<file path="src/hw/rtl/mbrp_pkg.sv">
// ----------------------------------------------------------------------------
// mbrp_pkg - Modbus RTU read poll sequencer package
// Shared codes, constants, job descriptor and request/CRC helpers.
// ----------------------------------------------------------------------------
package mbrp_pkg;

  // reply bytes captured per read
  localparam int          BLOCK_BYTES = 90;
  localparam logic [8:0]  WIN_LO      = 9'd3;
  localparam logic [8:0]  WIN_HI      = 9'(3 + BLOCK_BYTES);

  localparam logic [7:0]  REG_COUNT   = 8'h2D;
  localparam logic [7:0]  FUNC_HOLD   = 8'h03;
  localparam logic [7:0]  FUNC_INPUT  = 8'h04;
  localparam logic [7:0]  ADDR_BLK0   = 8'h00;
  localparam logic [7:0]  ADDR_BLK1   = 8'h2D;
  localparam logic [7:0]  ADDR_BLK2   = 8'h54;

  localparam logic [15:0] CRC_INIT    = 16'hFFFF;
  localparam logic [15:0] CRC_POLY    = 16'hA001;

  localparam logic [8:0]  HOLD_FULL   = 9'd270;
  localparam logic [7:0]  INP_FULL    = 8'd180;
  localparam logic [8:0]  HOLD_MAX    = 9'h1FF;
  localparam logic [7:0]  INP_MAX     = 8'hFF;
  localparam logic [7:0]  POS_MAX     = 8'hFF;

  localparam logic [7:0]  ADDR_RESET  = 8'd1;

  localparam logic [2:0]  FIRST_INPUT_PHASE = 3'd3;
  localparam logic [2:0]  LAST_PHASE        = 3'd4;

  // request frame byte slots
  localparam logic [2:0]  SLOT_ADDR   = 3'd0;
  localparam logic [2:0]  SLOT_FUNC   = 3'd1;
  localparam logic [2:0]  SLOT_STH    = 3'd2;
  localparam logic [2:0]  SLOT_STL    = 3'd3;
  localparam logic [2:0]  SLOT_CNTH   = 3'd4;
  localparam logic [2:0]  SLOT_CNTL   = 3'd5;
  localparam logic [2:0]  SLOT_CRCL   = 3'd6;
  localparam logic [2:0]  SLOT_CRCH   = 3'd7;

  typedef enum logic [1:0] {
    CMD_START   = 2'd0,
    CMD_BYTE    = 2'd1,
    CMD_TIMEOUT = 2'd2
  } cmd_t;

  typedef enum logic [1:0] {
    KIND_TX   = 2'd0,
    KIND_IMG  = 2'd1,
    KIND_DONE = 2'd2
  } kind_t;

  typedef struct packed {
    logic       load;
    logic       req;
    logic [2:0] phase;
    kind_t      kind;
    logic [7:0] value;
    logic       bank;
    logic [8:0] idx;
    logic       done;
  } job_t;

  function automatic logic [15:0] crc_byte(input logic [15:0] crc_in, input logic [7:0] b);
    logic [15:0] c;
    c = crc_in ^ {8'h00, b};
    for (int i = 0; i < 8; i++) begin
      if (c[0]) begin
        c = (c >> 1) ^ CRC_POLY;
      end else begin
        c = c >> 1;
      end
    end
    return c;
  endfunction

  function automatic logic [7:0] plan_func(input logic [2:0] phase);
    logic [7:0] f;
    case (phase)
      3'd0, 3'd1, 3'd2: f = FUNC_HOLD;
      default:          f = FUNC_INPUT;
    endcase
    return f;
  endfunction

  function automatic logic [7:0] plan_addr(input logic [2:0] phase);
    logic [7:0] a;
    case (phase)
      3'd0:    a = ADDR_BLK0;
      3'd1:    a = ADDR_BLK1;
      3'd2:    a = ADDR_BLK2;
      3'd3:    a = ADDR_BLK0;
      default: a = ADDR_BLK1;
    endcase
    return a;
  endfunction

endpackage

</file>
<file path="src/hw/rtl/mbrp_out.sv">
// ----------------------------------------------------------------------------
// mbrp_out - result stage
// Holds one job: a single result word, or an 8-byte request frame that it
// streams out one word per cycle while out_tready is high, building the CRC as bytes leave.
// ----------------------------------------------------------------------------
module mbrp_out (
  input  logic                 clk,
  input  logic                 rst_n,
  input  mbrp_pkg::job_t       job,
  input  logic [7:0]           slave_address,
  output logic                 slot_free,
  output logic                 out_tvalid,
  input  logic                 out_tready,
  // [7:0] byte_value, [8] bank, [17:9] byte_index, [18] image_complete, rest 0
  output logic [23:0]          out_tdata,
  // [1:0] kind
  output logic [1:0]           out_tuser,
  output logic                 out_tlast
);

  logic                vld_r,   vld_nxt;
  logic                req_r,   req_nxt;
  logic [2:0]          cnt_r,   cnt_nxt;
  logic [2:0]          phase_r, phase_nxt;
  mbrp_pkg::kind_t     kind_r,  kind_nxt;
  logic [7:0]          value_r, value_nxt;
  logic                bank_r,  bank_nxt;
  logic [8:0]          idx_r,   idx_nxt;
  logic                done_r,  done_nxt;
  logic [15:0]         crc_r,   crc_nxt;

  logic       fire;
  logic       finish;
  logic       frame_end;
  logic [7:0] tx_byte;

  assign frame_end = cnt_r == mbrp_pkg::SLOT_CRCH;
  assign fire      = vld_r & out_tready;
  assign finish    = fire & (~req_r | frame_end);
  assign slot_free = ~vld_r | finish;

  always_comb begin
    case (cnt_r)
      mbrp_pkg::SLOT_ADDR: tx_byte = slave_address;
      mbrp_pkg::SLOT_FUNC: tx_byte = mbrp_pkg::plan_func(phase_r);
      mbrp_pkg::SLOT_STH:  tx_byte = 8'h00;
      mbrp_pkg::SLOT_STL:  tx_byte = mbrp_pkg::plan_addr(phase_r);
      mbrp_pkg::SLOT_CNTH: tx_byte = 8'h00;
      mbrp_pkg::SLOT_CNTL: tx_byte = mbrp_pkg::REG_COUNT;
      mbrp_pkg::SLOT_CRCL: tx_byte = crc_r[7:0];
      default:             tx_byte = crc_r[15:8];
    endcase
  end

  always_comb begin
    vld_nxt   = vld_r;
    req_nxt   = req_r;
    cnt_nxt   = cnt_r;
    phase_nxt = phase_r;
    kind_nxt  = kind_r;
    value_nxt = value_r;
    bank_nxt  = bank_r;
    idx_nxt   = idx_r;
    done_nxt  = done_r;
    crc_nxt   = crc_r;
    if (fire) begin
      // header bytes feed the CRC as they go out
      if (req_r && cnt_r < mbrp_pkg::SLOT_CRCL) begin
        crc_nxt = mbrp_pkg::crc_byte(crc_r, tx_byte);
      end
      cnt_nxt = cnt_r + 3'd1;
      if (finish) begin
        vld_nxt = 1'b0;
      end
    end
    if (job.load) begin
      vld_nxt   = 1'b1;
      req_nxt   = job.req;
      cnt_nxt   = mbrp_pkg::SLOT_ADDR;
      crc_nxt   = mbrp_pkg::CRC_INIT;
      phase_nxt = job.phase;
      kind_nxt  = job.kind;
      value_nxt = job.value;
      bank_nxt  = job.bank;
      idx_nxt   = job.idx;
      done_nxt  = job.done;
    end
  end

  always_ff @(posedge clk) begin
    if (!rst_n) begin
      vld_r <= 1'b0;
    end else begin
      vld_r <= vld_nxt;
    end
  end

  always_ff @(posedge clk) begin
    req_r   <= req_nxt;
    cnt_r   <= cnt_nxt;
    phase_r <= phase_nxt;
    kind_r  <= kind_nxt;
    value_r <= value_nxt;
    bank_r  <= bank_nxt;
    idx_r   <= idx_nxt;
    done_r  <= done_nxt;
    crc_r   <= crc_nxt;
  end

  assign out_tvalid = vld_r;
  assign out_tuser  = req_r ? mbrp_pkg::KIND_TX : kind_r;
  assign out_tlast  = ~req_r | frame_end;
  assign out_tdata  = req_r ? {16'h0000, tx_byte}
                            : {5'b00000, done_r, idx_r, bank_r, value_r};

endmodule

</file>
<file path="src/hw/rtl/modbus_rtu_read_poll_sequencer.sv">
// ----------------------------------------------------------------------------
// modbus_rtu_read_poll_sequencer - Modbus RTU master read poll sequencer
// Five-read poll plan, request framing with CRC-16, reply byte capture.
// ----------------------------------------------------------------------------
// The first result word is registered: it appears in the cycle after the input
// word is accepted. One output word per cycle while out_tready is high; a request
// frame is eight words, a byte word gives at most one. A new input word is taken
// in the cycle the result stage empties, so single-result words keep that rate.
// Reset (rst_n low, synchronous): idle, phase 0, counts cleared, address 1.
module modbus_rtu_read_poll_sequencer (
  input  logic        clk,
  input  logic        rst_n,
  input  logic        cfg_we,
  input  logic [7:0]  cfg_wdata,
  input  logic        in_tvalid,
  output logic        in_tready,
  // [7:0] rx_byte
  input  logic [7:0]  in_tdata,
  // [1:0] command
  input  logic [1:0]  in_tuser,
  output logic        out_tvalid,
  input  logic        out_tready,
  // [7:0] byte_value, [8] bank, [17:9] byte_index, [18] image_complete, rest 0
  output logic [23:0] out_tdata,
  // [1:0] kind
  output logic [1:0]  out_tuser,
  output logic        out_tlast
);

  logic [7:0] addr_r;
  logic       busy_r,  busy_nxt;
  logic [2:0] phase_r, phase_nxt;
  logic [7:0] pos_r,   pos_nxt;
  logic [8:0] hcnt_r,  hcnt_nxt;
  logic [7:0] icnt_r,  icnt_nxt;

  logic           slot_free;
  logic           accept;
  logic           in_win;
  mbrp_pkg::cmd_t cmd;
  mbrp_pkg::job_t job;

  assign in_tready = slot_free;
  assign accept    = in_tvalid & slot_free;
  assign cmd       = mbrp_pkg::cmd_t'(in_tuser);
  assign in_win    = ({1'b0, pos_r} >= mbrp_pkg::WIN_LO) && ({1'b0, pos_r} < mbrp_pkg::WIN_HI);

  always_comb begin
    busy_nxt  = busy_r;
    phase_nxt = phase_r;
    pos_nxt   = pos_r;
    hcnt_nxt  = hcnt_r;
    icnt_nxt  = icnt_r;
    job       = '0;
    job.kind  = mbrp_pkg::KIND_TX;
    if (accept) begin
      case (cmd)
        mbrp_pkg::CMD_START: begin
          if (!busy_r) begin
            busy_nxt  = 1'b1;
            phase_nxt = 3'd0;
            pos_nxt   = 8'd0;
            hcnt_nxt  = 9'd0;
            icnt_nxt  = 8'd0;
            job.load  = 1'b1;
            job.req   = 1'b1;
            job.phase = 3'd0;
          end
        end
        mbrp_pkg::CMD_BYTE: begin
          if (busy_r) begin
            if (pos_r < mbrp_pkg::POS_MAX) begin
              pos_nxt = pos_r + 8'd1;
            end
            if (in_win) begin
              job.load  = 1'b1;
              job.kind  = mbrp_pkg::KIND_IMG;
              job.value = in_tdata;
              if (phase_r < mbrp_pkg::FIRST_INPUT_PHASE) begin
                job.bank = 1'b0;
                job.idx  = hcnt_r;
                if (hcnt_r < mbrp_pkg::HOLD_MAX) begin
                  hcnt_nxt = hcnt_r + 9'd1;
                end
              end else begin
                job.bank = 1'b1;
                job.idx  = {1'b0, icnt_r};
                if (icnt_r < mbrp_pkg::INP_MAX) begin
                  icnt_nxt = icnt_r + 8'd1;
                end
              end
            end
          end
        end
        mbrp_pkg::CMD_TIMEOUT: begin
          if (busy_r) begin
            pos_nxt = 8'd0;
            if (phase_r < mbrp_pkg::LAST_PHASE) begin
              phase_nxt = phase_r + 3'd1;
              job.load  = 1'b1;
              job.req   = 1'b1;
              job.phase = phase_r + 3'd1;
            end else begin
              busy_nxt  = 1'b0;
              phase_nxt = 3'd0;
              job.load  = 1'b1;
              job.kind  = mbrp_pkg::KIND_DONE;
              job.done  = (hcnt_r == mbrp_pkg::HOLD_FULL) && (icnt_r == mbrp_pkg::INP_FULL);
            end
          end
        end
        default: begin
          // unused command code: no effect
        end
      endcase
    end
  end

  always_ff @(posedge clk) begin
    if (!rst_n) begin
      addr_r <= mbrp_pkg::ADDR_RESET;
    end else if (cfg_we) begin
      addr_r <= cfg_wdata;
    end
  end

  always_ff @(posedge clk) begin
    if (!rst_n) begin
      busy_r  <= 1'b0;
      phase_r <= 3'd0;
      pos_r   <= 8'd0;
      hcnt_r  <= 9'd0;
      icnt_r  <= 8'd0;
    end else begin
      busy_r  <= busy_nxt;
      phase_r <= phase_nxt;
      pos_r   <= pos_nxt;
      hcnt_r  <= hcnt_nxt;
      icnt_r  <= icnt_nxt;
    end
  end

  mbrp_out u_out (
    .clk           (clk),
    .rst_n         (rst_n),
    .job           (job),
    .slave_address (addr_r),
    .slot_free     (slot_free),
    .out_tvalid    (out_tvalid),
    .out_tready    (out_tready),
    .out_tdata     (out_tdata),
    .out_tuser     (out_tuser),
    .out_tlast     (out_tlast)
  );

endmodule

</file>
<file path="config.mk">
export PLATFORM = sky130hd
export DESIGN_NAME = modbus_rtu_read_poll_sequencer
export DESIGN_NICKNAME = d
export VERILOG_FILES = /design/src/hw/rtl/mbrp_pkg.sv /design/src/hw/rtl/mbrp_out.sv /design/src/hw/rtl/modbus_rtu_read_poll_sequencer.sv
export SDC_FILE = /design/constraint.sdc
export NUM_CORES = 1
export LEC_CHECK = 0
export BUFFER_PORTS_ARGS = -buffer_cell sky130_fd_sc_hd__buf_4
export CORE_MARGIN = 3
export CORE_UTILIZATION = 30
export DETAILED_ROUTE_END_ITERATION = 6
export SETUP_SLACK_MARGIN = 0.3
export SLEW_MARGIN = 20
export SYNTH_ARGS = -nofsm -noshare
export SYNTH_HDL_FRONTEND = slang
export SYNTH_SLANG_ARGS = --single-unit
</file>
<file path="constraint.sdc">
create_clock -name clk -period 6.77 [get_ports clk]
set_input_delay 1.0155 -clock clk [delete_from_list [all_inputs] [get_ports clk]]
set_output_delay 1.0155 -clock clk [all_outputs]
set_load 0.02 [all_outputs]
</file>
======== Word-level counts from Yosys, hierarchy flattened ========
Index checks and enable logic that the tools add are counted.
word-level totals
  register bits after elaboration ......... 82
  latch bits .............................. 0
  memory bits (writable) .................. 0
  ROM bits ................................ 0
  input bits .............................. 23
  output and inout bits ................... 29
  word-level logic and storage cells ...... 166
  memories ................................ 0
operators by class
  add/sub/neg operators ................... 5
  multiply operators ...................... 0
  div/mod/pow operators ................... 0
  magnitude comparators ................... 8
  equality and inequality tests ........... 23
  shift operators ......................... 0
  multiplexer cells ....................... 70
  bitwise operators ....................... 19
  reductions and logical operators ........ 24
operators by type and width
  kind                                                              count
  16-bit 2-to-1 mux                                                 22
  8-bit 2-to-1 mux                                                  8
  19-bit 2-to-1 mux                                                 3
  8-bit one-hot mux with 6 select lines                             1
  9-bit 2-to-1 mux                                                  5
  26-bit 2-to-1 mux                                                 1
  2-bit inverter with 3-bit output                                  8
  8-bit one-hot mux with 3 select lines                             1
  18-bit 2-to-1 mux                                                 1
  2-bit inequality test (second input constant)                     9
  9-bit one-hot mux with 2 select lines                             1
  8-bit by 1-bit adder with 8-bit output (second input constant)    2
  8-bit < comparator (second input constant)                        2
  8-bit one-hot mux with 2 select lines                             1
  16-bit by 8-bit XOR with 16-bit output                            1
  7-bit one-hot mux with 2 select lines                             1
  7-bit AND reduction                                               2
  3-bit by 2-bit == test with 1-bit output (second input constant)  4
  3-bit == test (second input constant)                             4
  3-bit 2-to-1 mux                                                  4
  1-bit 2-to-1 mux                                                  10
  10-bit 2-to-1 mux                                                 1
  9-bit by 1-bit adder with 9-bit output (second input constant)    1
  9-bit == test (second input constant)                             1
  34 further kinds                                                  55

======== Logic depth before layout (Yosys ltp) ========
Gate-level depths: netlist of the first run.
  word-level depth ........................ 35
  mapped depth ............................ 13
  depth with buffers taken out ............ 10

======== By module ========
From an unflattened synthesis of the first run, not the netlist that was laid out.
unflattened totals
  cell total of the unflattened synthesis .. 523
  area, all modules ....................... 4883.4 sq um
modules (own cells, without submodules)
  module                          times used  cells each  area an instance (sq um)  sequential area each (sq um)
  modbus_rtu_read_poll_sequencer  1           313         2491.1                    740.7
  mbrp_out                        1           210         2392.3                    1151.1

======== Worst setup path after synthesis of the first run ========
Ideal clock, no wire load.
  path type ............................... register to register
  start point ............................. register u_out.cnt_r[0]
  end point ............................... register u_out.crc_r[0]
  setup time .............................. 0.074 ns
  arrival time ............................ 3.118 ns
  data required time ...................... 6.696 ns
  slack ................................... 3.578 ns
  stages on the path, launching flop included .. 14
  buffers on the path ..................... 3
  clock period less this slack ............ 3.192 ns
  path through ............................ dfxtp_1 > inv_1 > ha_1 > buf_6 > or3b_1 > buf_2 > a21o_1 > buf_6 > mux2i_4 > xnor3_1 > xor2_1 > xnor3_2 > xnor3_1 > o211ai_2
on the way
  word-level cells in the longest chain between the ends .. 27
  elaborated cells between the ends (all ways) .. 48
  those cells by class .................... order compare (1); eq/ne (7); mux (24); bitwise (12); reduce/logical (4)
RTL lines
  element                                                                          RTL line                        text
  from (decl)                                                                      mbrp_out.sv:23                  logic [2:0] cnt_r, cnt_nxt;
  from (signal assigned)                                                           mbrp_out.sv:100                 cnt_r <= cnt_nxt;
  3-bit by 2-bit == test with 1-bit output or 3-bit == test (tied branches)        mbrp_out.sv:43                  case (cnt_r)
  2-bit OR reduction (no line)                                                     -
  8-bit one-hot mux with 6 select lines                                            mbrp_out.sv:43
  16-bit by 8-bit XOR with 16-bit output                                           mbrp_pkg.sv:68                  c = crc_in ^ {8'h00, b};
  16-bit 2-to-1 mux or 2-bit inverter with 3-bit output (tied branches)            -
  16-bit 2-to-1 mux (on tied branches)                                             mbrp_out.sv:68, mbrp_pkg.sv:70
  16-bit 2-to-1 mux (on tied branches)                                             mbrp_out.sv:66, mbrp_out.sv:68
  16-bit 2-to-1 mux (tied with other cells)                                        mbrp_pkg.sv:70                  if (c[0]) begin
  [... 11 more ...]                                                                -
  16-bit 2-to-1 mux (tied with other cells)                                        mbrp_pkg.sv:70
  16-bit 2-to-1 mux (on tied branches)                                             mbrp_out.sv:68, mbrp_pkg.sv:70
  16-bit 2-to-1 mux (on tied branches)                                             mbrp_out.sv:66, mbrp_out.sv:68
  2-bit inverter with 3-bit output (no line) or 16-bit 2-to-1 mux (tied branches)  -
  16-bit 2-to-1 mux                                                                mbrp_pkg.sv:70
  16-bit 2-to-1 mux                                                                mbrp_out.sv:68                  if (req_r && cnt_r < mbrp_pkg::SLOT_CRCL) begin
  16-bit 2-to-1 mux                                                                mbrp_out.sv:66                  if (fire) begin
  16-bit 2-to-1 mux                                                                mbrp_pkg.sv:70
  to (signal assigned)                                                             mbrp_out.sv:107                 crc_r <= crc_nxt;
  to (decl)                                                                        mbrp_out.sv:30                  logic [15:0] crc_r, crc_nxt;
Parallel ways exist; a longest one is shown, timed or not. The select of a mux whose other input is x is not followed.
A chain may end at the register's enable or synchronous reset.

======== Worst setup path in the final report of the first run ========
  start point ............................. register u_out.cnt_r[2]
  end point ............................... output out_tdata[2]
on the way
  word-level cells in the longest chain between the ends .. 4
  elaborated cells between the ends (all ways) .. 10
  those cells by class .................... eq/ne (6); mux (2); reduce/logical (2)
RTL lines
  element                                                                    RTL line                              text
  3-bit by 2-bit == test with 1-bit output or 3-bit == test (tied branches)  mbrp_out.sv:43
  2-bit OR reduction (no line)                                               -
  8-bit one-hot mux with 6 select lines *                                    mbrp_out.sv:43
  19-bit 2-to-1 mux *                                                        mbrp_out.sv:113                       assign out_tdata = req_r ? {16'h0000, tx_byte}
  to (decl)                                                                  modbus_rtu_read_poll_sequencer.sv:24  output logic [23:0] out_tdata,
Every way passes the cells marked *; elsewhere a longest branch is shown, timed or not.

==> impl_metrics.toml, run 1 <==
[status]
status = "finished, final reports clean"

[clock_network]
tritoncts = "done"
cts_setup_buffers = 0
cts_buffers = 9
cts_hold_buf = 0
path_clk_slew_ps = 60
cts-resized-gates = 0
clock_sinks = 82
h-tree-depth = 3
clk_path_buf_depth = 2
root_buffer = "clkbuf_16"
clock_latency_ps = 340

[sta]
setup_violations = 0
min_period_ps = 4110
fin_crit_sh_pct = 60.7
fin_skew_ps = 6.66
timing.fmax_mhz = 244
hold_violations = 0
fin_setup_tns_ps = 0
rsz0062_at_grt = "no"
tightest_slew_ps = 953
drv_slew = 0
max-slew-margin-rel_pct = 36.1

[die]
core_area_um2 = 14600
die_x_um = 129
rows = 44
ioPinCount = 52
die_area_um2 = 16600
start_util_pct = 30.9
die_y_um = 129

[yosys]
synthArstFlopShare_pct = 0
synth_top_cell_by_area = "dfxtp_1"
synth.yosys.seq_area_share_pct = 41.8
syn_inst = 494
avgSynthCellArea_um2 = 9.17
yosys-top-cells-area = "dfxtp_1, edfxtp_1, nand2_1, ha_1, xnor2_1"
synth.yosys.warnings = 0
synth_flop_cell = "dfxtp_1"
synth-edff-count = 25
ys_ff_latch = 82
synth_top_area_share_pct = 25.2
post_synth_num_cell_types = 57
syn_area_um2 = 4530

[cells_and_area]
multiInputGateArea_um2 = 2430
mostFrequentLayoutCells = "nand2_1, dfxtp_1, buf_4, nor2_1, nor2b_1"
fillers = 1489
final_area_um2 = 5290
regArea_um2 = 1890
drive_gt1_share_pct = 13.9
final_common_cell = "nand2_1"
antenna_cells = 0
nNetsFinal = 568
syn_to_final_growth_pct = 16.8

[global_route]
grt_pass1_wl_mm = 17.5
gr-usage-met1_pct = 16.1
grt_max_degree = 31
antenna_found_initial = 0
grt.total_usage_pct = 13.2
grt_pass1_vias = 3413
use_met2_pct = 22.9
use_met3_pct = 3.32
overflow = 0
grt.busiest_layer = "met2"

[critical_path]
startpoint_type = "flop"
crit_required_ps = 5750
crit_path_max_fanout = 18
worst_setup_path_end_kind = "output pin"
path_class = "flop to output pin"
arrival_ps = 3090

[placement]
place_congestion = 0.880
hpwlAfterDp_mm = 7.86
placed_cell_area_um2 = 4990
port_buffers = 46

[routing]
initialDrtViolationCount = 363
wl_per_cell_um = 14.4
ant_nets = 0
num_vias = 3530
dr.pass1.iters = 7
remaining_drc_errors = 0
vias_per_cell = 4.92
drt_wl_total_mm = 10.3

[power_and_ir_drop]
irDropWorstVdd_uv = 200
p_leak_nw = 2.03
power_density_nw_per_um2 = 319

[flow_run]
cap_violations = 0

[worst_hold_path]
hold_path.class = "flop to flop"
## worst paths after layout
path	from	end	slack (ps)	cells past startpoint
hold / removal	pos_r[1]	pos_r[1]	500	2
setup reg to reg	u_out.cnt_r[2]	u_out.crc_r[0]	2990	10
setup / recovery	u_out.cnt_r[2]	out_tdata[2]	2660	7
hold reg to reg	pos_r[1]	pos_r[1]	500	2
## power by group
part           switching, mW  internal [mW]  total [mW]
clock                  0.186          0.290       0.476
combinational          0.303          0.319       0.622
sequential            0.0444          0.544       0.588
total                  0.533           1.15        1.69
## layout make-up
cell class                      count  area share (%)
Clock buffer                       13            5.32
Clock inverter                      3           0.355
Inverter                           21            1.49
Multi-Input combinational cell    366            45.9
Sequential cell                    82            35.8
Tap cell                          184            4.35
Timing Repair Buffer               48            6.81
## synth_stat cells, drive strengths merged, types with 11 or more instances
cell and n:
nand2 58, dfxtp 57, nor2 36, nor2b 26
edfxtp 25, xnor2 22, a21oi 20, inv 20
mux2i 20, nand3 19, clkbuf 18, and2 17
ha 17, o211ai 15, xor2 15, o21ai 12
buf 11
## metrics by stage
stage / setup WS (ps) / utilization (%) / hold WS, ps / power, mW / std cells
finish: 2660 / 36.1 / 497 / 1.69 / 717
floorplan: 3580 / - / 441 / 1.10 / 498
global route: 2470 / 36.1 / 529 / 1.80 / 717
CTS: 2780 / 36.1 / 502 / 1.70 / 717
global placement: 3160 / 34.1 / 478 / 1.20 / 701
detailed placement: 3030 / 34.1 / 494 / 1.21 / 701
## logic make-up (layout without fill, tap and decap cells)
logic type,after synthesis,after routing,share of synthesized area [%]
buffers and inverters,50,85,4.95
AND/OR/NAND/NOR,205,205,23.1
multiplexers,24,24,5.69
AO/OA/AOI/OAI,75,75,11.1
XOR/XNOR,40,40,8.68
adder cells (fa/ha/maj),17,17,4.70
flip-flops,82,82,41.8
other,1,5,0.0828
## state kept, by name, indices dropped and copies added, names as in the netlist, 8 cells and up
signal and flops:
hcnt_r 9, u_out.crc_r 16, u_out.value_r 8, icnt_r 8, u_out.idx_r 9, addr_r 8
pos_r 8
## critical path, stage by stage, from the launching register on
cell	delay [ps]
dfxtp_1	660
clkinv_1	350
ha_1	340
or2_2	350
a21o_1	310
a41oi_1	380
mux2_2	230
buf_4	140
## per-layer routing
layer,vias up,share of wire [%]
li1,1779,-
met1,1628,42
met2,100,51
met3,23,5.1
met4,0,1.6
met5,-,0
No activity file was read; power rests on OpenSTA's default activity.
==> inputs of run 2 (changes only) <==
- ABC_AREA: not set -> 1
- clock period: 6.77 -> 3.6 ns (I/O delays scaled with it)
==> run 2 against run 1 <==
  * Clock skew is 2.3 ps higher
  * Global-route usage is 0.53 points higher
  * Non-clock buffer count is 3 higher
  * Worst hold slack worse by 91 ps
  * First-iteration DRC count is 28% lower
  * Register-to-register slack worse by 2200 ps
==> impl_metrics.toml, run 2 <==
[die]
start_util_pct = 30.9
die_y_um = 132
die_area_um2 = 17300
core_area_um2 = 15300
die_x_um = 132
ioPinCount = 52
rows = 45

[sta]
min_period_ps = 3080
fin_setup_tns_ps = 0
rsz0062_at_grt = "no"
fin_skew_ps = 9.01
fin_crit_sh_pct = 85.5
hold_violations = 0
timing.fmax_mhz = 325
max-slew-margin-rel_pct = 65.8
tightest_slew_ps = 513
setup_violations = 0
drv_slew = 0

[clock_network]
h-tree-depth = 3
cts_buffers = 9
cts_setup_buffers = 0
clk_path_buf_depth = 2
clock_sinks = 82
tritoncts = "done"
clock_latency_ps = 350
cts_hold_buf = 0
cts-resized-gates = 0
path_clk_slew_ps = 70
root_buffer = "clkbuf_16"

[yosys]
ys_ff_latch = 82
post_synth_num_cell_types = 45
synth.yosys.seq_area_share_pct = 40.0
syn_inst = 653
synth_top_cell_by_area = "dfxtp_1"
synth_top_area_share_pct = 24.1
synthArstFlopShare_pct = 0
synth.yosys.warnings = 0
syn_area_um2 = 4730
yosys-top-cells-area = "dfxtp_1, edfxtp_1, nand2_1, inv_1, nor2_1"
synthTopCellsByCount = "nand2_1, inv_1, nor2_1, nand3_1, dfxtp_1"
synth_flop_cell = "dfxtp_1"
avgSynthCellArea_um2 = 7.24
synth-edff-count = 25
yosysMostFrequentCell = "nand2_1"

[critical_path]
worst_setup_path_end_kind = "output pin"
crit_path_max_fanout = 15
arrival_ps = 2540
reg2regPathDepth = 22
ff2ff_setup_slack_ps = 780
path_class = "flop to output pin"
r2r_start = "u_out.cnt_r[2]"
startpoint_type = "flop"
crit_required_ps = 3060
r2r-end = "u_out.crc_r[0]"

[cells_and_area]
top_register = "u_out.crc_r"
largest_register_ffs = 16
final_common_cell = "nand2_1"
nNetsFinal = 741
post-route-util_pct = 36.5
antenna_cells = 0
biggestRegsByFlops = "u_out.crc_r x16, hcnt_r x9, u_out.idx_r x9"
mostFrequentLayoutCells = "nand2_1, inv_1, nor2_1, nand3_1, dfxtp_1"
syn_to_final_growth_pct = 18.2
drive_gt1_share_pct = 14.3

[global_route]
overflow = 0
grt_pass1_vias = 4102
grt.total_usage_pct = 13.7
grt_max_degree = 29
antenna_found_initial = 0
grt_pass1_wl_mm = 19.4

[worst_hold_path]
hold_depth = 3
holdPathEnd = "addr_r[0]"
hold_start = "cfg_wdata[0]"
hold_path.class = "input pin to flop"

[placement]
port_buffers = 46
place_congestion = 0.847
hpwlAfterDp_mm = 8.86

[routing]
dr.pass1.iters = 5
ant_nets = 0
initialDrtViolationCount = 263
num_vias = 4252
drt_wl_total_mm = 11.7
vias_per_cell = 4.64
remaining_drc_errors = 0
wl_per_cell_um = 12.8

[power_and_ir_drop]
p_leak_nw = 2.55
power_density_nw_per_um2 = 549
irDropWorstVdd_uv = 254
power.total_mw = 3.07

[flow_run]
cap_violations = 0

[status]
status = "finished, final reports clean"
run 2: cell families after synthesis:
family                   after synthesis  share of synthesized area, %
AND/OR/NAND/NOR                      317                          30.1
buffers and inverters                124                          11.1
AO/OA/AOI/OAI                        106                          13.1
flip-flops                            82                          40.0
adder cells (fa/ha/maj)               17                          4.50
XOR/XNOR                               6                          1.11
other                                  1                        0.0794
run 2: how the worst max path moves through the flow:
stage / depth (start not counted) / endpoint / from
final: 10 / out_tdata[2] / u_out.cnt_r[2]
after global routing: 10 / out_tdata[2] / u_out.cnt_r[2]
after global placement: 22 / u_out.crc_r[0] / u_out.cnt_r[2]
after CTS: 10 / out_tdata[2] / u_out.cnt_r[2]
after floorplan: 9 / u_out.bank_r / in_tuser[1]
after detailed placement: 22 / u_out.crc_r[0] / u_out.cnt_r[2]
run 2: through the flow:
stage	setup slack (ps)	hold slack [ps]	cells	cell area, um2
floorplan	1120	434	657	4740
global placement	913	450	901	5270
detailed placement	808	459	901	5270
CTS	558	401	917	5590
global route	324	441	917	5590
finish	520	406	917	5590
run 2: final cells by class:
| cell class | count | area (um2) |
|---|---|---|
| flip-flops and latches | 82 | 1890 |
| inverters | 106 | 402 |
| well taps | 211 | 264 |
| clock buffers | 10 | 250 |
| repair buffers | 51 | 383 |
| clock inverters | 6 | 71.3 |
| multi-input cells | 451 | 2330 |
| fillers | 1657 | 9730 |
run 2: routing by layer:
layer	track usage [%]	share of wire [%]	up-vias
met5	0	0	-
met4	7.29	3.3	0
met3	2.07	3.7	27
met2	22.5	46	98
met1	17.3	47	1902
li1	-	-	2225
run 2: worst max-delay path: stages, from the launching register on:
cell,delay [ps]
dfxtp_1,580
inv_2,150
ha_1,270
nor2_1,100
nand2_1,50
inv_1,90
nand2_4,110
inv_2,200
nand2_1,100
a31oi_1,320
buf_4,210
run 2: power by group:
part           leakage, nW  total [mW]  internal, mW  switching (mW)
logic                 1.70       0.991         0.333           0.659
clock network        0.156        1.00         0.587           0.414
registers            0.695        1.08          1.02          0.0628
total                 2.55        3.07          1.94            1.14
